$ cat src/hdl/ftq_pkg.sv
// ftq_pkg: shared constants, codes and beat types of the fixed-interval sleep timer queues.
// No dependencies; used by ftq_div and fixed_interval_sleep_timer_queues.
package ftq_pkg;

	// sizing
	localparam int CLASS_COUNT  = 4;
	localparam int QUEUE_DEPTH  = 16;
	localparam int REG_COUNT    = 4;
	localparam int LIVE_CLASSES = (CLASS_COUNT < REG_COUNT) ? CLASS_COUNT : REG_COUNT;
	localparam int NS_PER_US    = 1000;

	// fixed field widths
	localparam int NOW_W      = 64;
	localparam int TASK_W     = 16;
	localparam int CLASS_W    = 2;
	localparam int EL_W       = 55;
	localparam int INTERVAL_W = 32;
	localparam int REG_IW     = 2;

	// derived widths
	localparam int PTR_W   = $clog2(QUEUE_DEPTH);
	localparam int OCC_W   = $clog2(QUEUE_DEPTH + 1);
	localparam int CLS_IW  = (CLASS_COUNT > 1) ? $clog2(CLASS_COUNT) : 1;
	localparam int CIDX_W  = $clog2(LIVE_CLASSES + 1);
	localparam int SLOTS   = CLASS_COUNT * QUEUE_DEPTH;
	localparam int SLOT_W  = $clog2(SLOTS);
	localparam int SPAN_W  = INTERVAL_W + $clog2(NS_PER_US);
	localparam int REM_W   = $clog2(NS_PER_US);

	// divide by NS_PER_US one digit at a time: digit value = remainder:chunk,
	// quotient digit = (value * DIV_RECIP) >> DIV_SHIFT, exact for every value below 2**DIV_V_W
	localparam int     DIV_CHUNK_W = 16;
	localparam int     DIV_CHUNKS  = NOW_W / DIV_CHUNK_W;
	localparam int     DIV_CNT_W   = $clog2(DIV_CHUNKS);
	localparam int     DIV_V_W     = REM_W + DIV_CHUNK_W;
	localparam int     DIV_SHIFT   = DIV_V_W + REM_W;
	localparam int     DIV_M_W     = DIV_SHIFT - REM_W + 1;
	localparam int     DIV_PROD_W  = DIV_V_W + DIV_M_W;
	localparam longint DIV_RECIP   =
		((longint'(1) << DIV_SHIFT) + longint'(NS_PER_US) - 1) / longint'(NS_PER_US);

	typedef logic [PTR_W-1:0]      ptr_t;
	typedef logic [OCC_W-1:0]      occ_t;
	typedef logic [CLS_IW-1:0]     cls_idx_t;
	typedef logic [CIDX_W-1:0]     cidx_t;
	typedef logic [SLOT_W-1:0]     slot_t;
	typedef logic [SPAN_W-1:0]     span_t;
	typedef logic [NOW_W:0]        wsum_t;
	typedef logic [NOW_W-1:0]      now_t;
	typedef logic [CLASS_W-1:0]    class_t;
	typedef logic [REG_IW-1:0]     reg_idx_t;
	typedef logic [INTERVAL_W-1:0] interval_t;
	typedef logic [EL_W-1:0]       elapsed_t;
	typedef logic [DIV_CHUNK_W-1:0] div_chunk_t;
	typedef logic [DIV_V_W-1:0]    div_dig_t;
	typedef logic [DIV_PROD_W-1:0] div_prod_t;

	// command codes
	localparam logic CMD_ENQ  = 1'b0;
	localparam logic CMD_POLL = 1'b1;

	// result kinds
	localparam logic [1:0] KIND_ENQ   = 2'd0;
	localparam logic [1:0] KIND_FULL  = 2'd1;
	localparam logic [1:0] KIND_WOKEN = 2'd2;
	localparam logic [1:0] KIND_NONE  = 2'd3;

	// interval registers after reset (100 ms, 1 s, 10 s, 60 s)
	localparam interval_t INTERVAL_RST [REG_COUNT] = '{
		interval_t'(100 * 1000),
		interval_t'(1000 * 1000),
		interval_t'(10 * 1000 * 1000),
		interval_t'(60 * 1000 * 1000)
	};

	typedef struct packed {
		logic              cmd;
		logic [1:0]        interval_class;
		logic [TASK_W-1:0] task_id;
		logic [NOW_W-1:0]  now_ns;
	} item_t;

	typedef struct packed {
		logic [1:0]        kind;
		logic [TASK_W-1:0] woken_task;
		logic [1:0]        woken_class;
		logic [EL_W-1:0]   elapsed_us;
		logic              last;
	} result_t;

endpackage

$ cat src/hdl/ftq_div.sv
// ftq_div: divides a 64-bit time span by NS_PER_US, one 16-bit digit at a time, first the
// quotient digit by reciprocal multiplication, then the remainder. Depends on ftq_pkg.
module ftq_div (
	input  logic                   clk,
	input  logic                   arst_n,
	input  logic                   load,
	input  ftq_pkg::now_t          dividend,
	output logic                   done,
	output ftq_pkg::elapsed_t      quotient
);

	logic [ftq_pkg::NOW_W-1:0]     acc_q;     // dividend digits, most significant on top
	logic [ftq_pkg::NOW_W-1:0]     quo_q;     // quotient digits shift in from the bottom
	logic [ftq_pkg::REM_W-1:0]     rem_q;
	logic [ftq_pkg::DIV_CNT_W-1:0] cnt_q;
	logic                          phase_q;   // 0: quotient digit, 1: remainder
	logic                          run_q;
	logic                          done_q;
	ftq_pkg::div_chunk_t           qd_q;
	ftq_pkg::div_dig_t             dig;
	ftq_pkg::div_prod_t            prod;
	ftq_pkg::div_dig_t             back;

	assign dig  = {rem_q, acc_q[ftq_pkg::NOW_W-1 -: ftq_pkg::DIV_CHUNK_W]};
	assign prod = ftq_pkg::div_prod_t'(dig) * ftq_pkg::div_prod_t'(ftq_pkg::DIV_RECIP);
	assign back = dig - ftq_pkg::div_dig_t'(qd_q) * ftq_pkg::div_dig_t'(ftq_pkg::NS_PER_US);

	always_ff @(posedge clk or negedge arst_n) begin
		if (!arst_n) begin
			run_q   <= 1'b0;
			done_q  <= 1'b0;
			phase_q <= 1'b0;
			cnt_q   <= '0;
		end else if (load) begin
			run_q   <= 1'b1;
			done_q  <= 1'b0;
			phase_q <= 1'b0;
			cnt_q   <= '0;
		end else if (run_q) begin
			phase_q <= ~phase_q;
			if (phase_q) begin
				cnt_q <= cnt_q + 1'b1;
				if (cnt_q == ftq_pkg::DIV_CNT_W'(ftq_pkg::DIV_CHUNKS - 1)) begin
					run_q  <= 1'b0;
					done_q <= 1'b1;
				end else begin
					done_q <= 1'b0;
				end
			end else begin
				done_q <= 1'b0;
			end
		end else begin
			done_q <= 1'b0;
		end
	end

	always_ff @(posedge clk) begin
		if (load) begin
			acc_q <= dividend;
			rem_q <= '0;
		end else if (run_q) begin
			if (!phase_q) begin
				qd_q <= prod[ftq_pkg::DIV_SHIFT +: ftq_pkg::DIV_CHUNK_W];
			end else begin
				rem_q <= back[ftq_pkg::REM_W-1:0];
				acc_q <= acc_q << ftq_pkg::DIV_CHUNK_W;
				quo_q <= {quo_q[ftq_pkg::NOW_W-ftq_pkg::DIV_CHUNK_W-1:0], qd_q};
			end
		end
	end

	assign done     = done_q;
	assign quotient = quo_q[ftq_pkg::EL_W-1:0];

endmodule

$ cat config.mk
export PLATFORM = sky130hd
export DESIGN_NAME = ftq_div
export DESIGN_NICKNAME = d
export VERILOG_FILES = /design/src/hdl/ftq_pkg.sv /design/src/hdl/ftq_div.sv
export SDC_FILE = /design/constraint.sdc
export NUM_CORES = 1
export LEC_CHECK = 0
export ABC_CLOCK_PERIOD_IN_PS = 8100
export BUFFER_PORTS_ARGS = -buffer_cell sky130_fd_sc_hd__buf_2
export CAP_MARGIN = 40
export CORE_MARGIN = 8
export CORE_UTILIZATION = 25
export DETAILED_ROUTE_END_ITERATION = 7
export PLACE_DENSITY_LB_ADDON = 0.12
export SETUP_SLACK_MARGIN = 0.02
export SLEW_MARGIN = 20
export SYNTH_ARGS = -nofsm -noshare
export SYNTH_HDL_FRONTEND = slang
export SYNTH_SLANG_ARGS = --single-unit
$ cat constraint.sdc
create_clock -name clk -period 8.1 [get_ports clk]
set_clock_uncertainty 0.2 [all_clocks]
set_input_delay 0.405 -clock clk [delete_from_list [all_inputs] [get_ports clk]]
set_output_delay 0.405 -clock clk [all_outputs]
set_load 0.02 [all_outputs]
### After elaboration in Yosys (flattened, before gate mapping)

Cells that the tools add are included.

* register bits after elaboration: 150
* bits in latches: 0
* memory bits (writable): 0
* ROM bits: 0
* input bits: 67
* word-level logic and storage cells: 37
* memories: 0

* add/sub/neg operators: 2
* multipliers: 2
* div/mod/pow operators: 0
* order comparisons: 0
* equality and inequality tests: 1
* shift operators: 0
* mux-type cells: 16
* bitwise gates (word level): 2
* reductions and logical operators: 6

Operator list (count)
* 2-to-1 mux 64 bit: 3
* multiplier 26 x 27 -> 52 bit (second input constant): 1
* multiplier 16 x 7 -> 7 bit (second input constant): 1
* 2-to-1 mux 1 bit: 10
* subtractor 10 bit: 1
* 2-to-1 mux 2 bit: 3
* AND reduction 3 bit: 2
* AND reduction 2 bit: 2
* nonzero test 2 bit: 2
* adder 2 x 1 -> 2 bit (second input constant): 1
* equality test 2 bit (second input constant): 1
* NOT 1 bit: 2

### Depth between registers and ports, before layout

* depth in word-level cells: 5
* depth in mapped cells: 25
* mapped depth without buffers: 25

### Worst setup path after synthesis

OpenSTA, ideal clock, no wires.

* path type: flip-flop to flip-flop
* start: register acc_q[63] in the netlist's numbering
* end: register qd_q[12] (data pin)
* library setup time: 0.258 ns
* arrival time: 5.830 ns
* required time: 7.642 ns
* setup slack: 1.811 ns
* stages on the path, launching flop included: 24
* path buffers: 0
* period minus slack after synthesis: 6.289 ns
* cell sequence: edfxtp_1 -> inv_1 -> ha_1 -> fa_1 -> inv_1 -> fa_1 -> inv_1 -> fa_1 -> inv_1 -> fa_1 -> fa_1 -> inv_1 -> fa_1 -> inv_1 -> ha_1 -> a21oi_1 -> o22ai_1 -> a41o_1 -> a21oi_1 -> o21ai_1 -> or2_4 -> a31o_4 -> a211oi_2 -> xnor2_1

* cells in the longest elaborated chain, start to end: 1

RTL lines
* from (decl): RTL line ftq_div.sv:12 `logic [ftq_pkg::NOW_W-1:0] acc_q;`
* from (signal assigned): RTL line ftq_div.sv:59 `acc_q <= dividend;`
* from (signal assigned): RTL line ftq_div.sv:66 `acc_q <= acc_q << ftq_pkg::DIV_CHUNK_W;`
* multiplier 26 x 27 -> 52 bit: RTL line ftq_div.sv:25 `assign prod = ftq_pkg::div_prod_t'(dig) * ftq_pkg::div_prod_t'(ftq_pkg::DIV_RECIP);`
* net prod[48]: RTL line ftq_div.sv:21 `ftq_pkg::div_prod_t prod;`
* to (signal assigned): RTL line ftq_div.sv:63 `qd_q <= prod[ftq_pkg::DIV_SHIFT +: ftq_pkg::DIV_CHUNK_W];`
* to (decl): RTL line ftq_div.sv:19 `ftq_pkg::div_chunk_t qd_q;`

The timed path passes the listed nets, and every way through them passes these cells.
A chain may end at the register's enable or synchronous reset.

### Worst setup path after layout

* start: register acc_q[60] in the netlist's numbering
* end: register qd_q[15] (data pin)

The elaborated chain is that of the path after synthesis.

==> metrics <==
Final Hold Fails 0; grt met2 use 0.193; largest net degree at the start of global routing 69; first drt pass iteration count 4; GRT Util Overall 0.123; number of antenna diodes 0; clk root buf clkbuf_16; clk buf depth 2; Chip Height 270 um; register area share after synthesis 0.271; # resized after CTS 0; design area 0.0186 sq mm; # DRC 0; CTS HTree Levels 4; hold_ws 0.0377 ns; # IOs 123; share of cells above drive strength 1 0.148; met1 usage 0.170; worst reg-to-reg path cell count 23; worst r2r dst qd_q[15]; Die W 270 um; EDFF count, synth 135; clk_lat worst skew 0.45 ns; Sink Count 150; Avg WL per Cell 18.4 um; synthesized cell area 0.0161 sq mm; CTS tree built; FF-to-FF Start acc_q[60]; gr busiest metal met2; Startpoint Class register; crit path max fanout 7; Setup Crit Path Kind register to register; Final setup viols 0; Async SR Flop Fraction 0.0333; GP Congestion 0.846; first-pass GRT wire length 67.6 mm; Setup crit end qd_q[15]; DP Wirelength 37.9 mm; met3 Use GR 0.0267; Worst EP arrival 7.68 ns; grt ovf 0; Final Core Density 0.290; RSZ-0062 raised after global routing no; Final min period 7.68 ns; Layout Nets 2121; Placement Cell Area 0.0179 sq mm; run status finished, final reports clean; Slew Viols, Final 0; synth warn 0; Syn Area/Cell 11.6 sq um; crit path from acc_q[60]; part of the cycle the worst path needs 0.948; Area Growth Syn to Fin 15.4%; most frequent cells in the layout 401 x inv_1, 286 x ha_1, 216 x fa_1; R2R Setup Slk 0.42 ns; Starting Density 0.252; antenna violations before repair 2; Seq cells post-synth 150; final WL 44.5 mm; syn nets 1962; TritonCTS Buffers 17; leading register cell type out of synthesis edfxtp_1; CP endpoint kind register; Final ANT Viol Nets 0; Rows 93; CP Data Required Time 8.10 ns; Max Cap Viol 0; setup TNS 0 ns; Worst-path clk slew 0.07 ns; IO buf count 122; mean number of vias per cell 4.07; DR vias 9840; vias in the first global route 10800; Max transition margin 0.445; core area 0.0641 sq mm; Layout fillers 6731; commonest non-fill, non-tap cell in the layout inv_1; Fmax achieved 130 MHz; Slew @ Worst Pin 0.832 ns; post-synthesis instance total 1393; initial drt markers 354; die area 0.0729 sq mm; min-delay worst type input pin to register; Unique masters post-synth 55
-- cell type report --
class / count / area [sq um] / share of cell area
clock buffer: 18 / 429 / 0.0230
clock inverter: 14 / 148 / 0.00793
inverter: 403 / 1510 / 0.0813
multi-input combinational: 830 / 10200 / 0.548
sequential: 150 / 4380 / 0.235
tap: 855 / 1070 / 0.0575
timing repair buffer: 150 / 873 / 0.0469
-- worst max-delay path, stage by stage (launching register included) --
cell and delay, ns:
edfxtp_1 0.62, ha_1 0.48, inv_1 0.16, fa_1 0.52
inv_1 0.05, fa_1 0.49, inv_1 0.06, fa_1 0.59
inv_1 0.07, fa_1 0.50, fa_1 0.50, inv_1 0.05
fa_1 0.47, inv_1 0.04, ha_1 0.31, a21oi_1 0.26
o21ai_0 0.20, or3_1 0.34, a211oi_1 0.43, o311ai_1 0.19
a31oi_1 0.42, o21ai_1 0.18, a21oi_1 0.19, xnor2_1 0.09
-- metal layers --
| metal | share of wire | vias up |
|---|---|---|
| met5 | 0.00047 | - |
| met4 | 0.022 | 4 |
| met3 | 0.041 | 43 |
| met2 | 0.45 | 173 |
| met1 | 0.49 | 4811 |
| li1 | - | 4809 |
-- through the flow --
stage	std cells	worst slack, ns
after floorplan	1393	1.81
after global placement	2374	0.119
after detailed placement	2374	0.0750
after CTS	2415	0.0787
after global routing	2420	0.129
final	2420	0.419
-- cells by family after synthesis --
logic type               Yosys count  synth area share
XOR/XNOR                          34            0.0185
AO/OA/AOI/OAI                    141            0.0559
flip-flops                       150             0.271
multiplexers                      48            0.0335
adder cells (fa/ha/maj)          502             0.490
AND/OR/NAND/NOR                  105            0.0346
buffers and inverters            413            0.0963
-- worst min path at each step --
stage	to	start	slack [ns]	depth (start not counted)
CTS	acc_q[5]	dividend[5]	0.00008	2
floorplan	cnt_q[0]	arst_n	-0.09	0
detailed placement	phase_q	arst_n	0.03	1
global route	acc_q[14]	dividend[14]	0.008	2
finish	acc_q[5]	dividend[5]	0.04	2
global placement	phase_q	arst_n	0.02	1
-- Yosys cell counts (all sizes together), types with 2 or more instances --
library cell  count  area (sq um)
inv             402          1510
ha              286          3580
fa              216          4320
edfxtp          135          4050
a21oi            49           249
mux2             48           541
nand2            27           101
a21o             25           188
xnor2            24           210
o21ai            23           115
and2             18           113
nor2             15          56.3
dfxtp            10           200
xor2             10          87.6
nand3             9          45.0
o22ai             9          56.3
clkbuf            7          26.3
nand4             7          43.8
o21bai            7          52.6
a31oi             6          37.5
nor2b             6          37.5
and3              5          32.5
dfrtp             5           125
a211oi            4          35.0
and4              4          35.0
or2               4          27.5
buf               3          15.0
o21a              3          22.5
or3               3          18.8
a221oi            2          17.5
a22o              2          17.5
nand2b            2          12.5
-- timing repair --
item,4_1_cts,5_1_grt
buffers inserted,0,2
hold endpoints to repair,13,0
setup endpoints to repair,0,2
hold buffers,9,0
-- flip-flops by register name, summed over array words and instances (netlist names) --
| name | flops |
|---|---|
| run_q | 1 |
| rem_q | 10 |
| phase_q | 1 |
| quo_q | 55 |
| acc_q | 64 |
| qd_q | 16 |
| cnt_q | 2 |
| done | 1 |
Power is not shown: default switching activity piles up to over one toggle a cycle in this logic, so the estimate is an artifact.
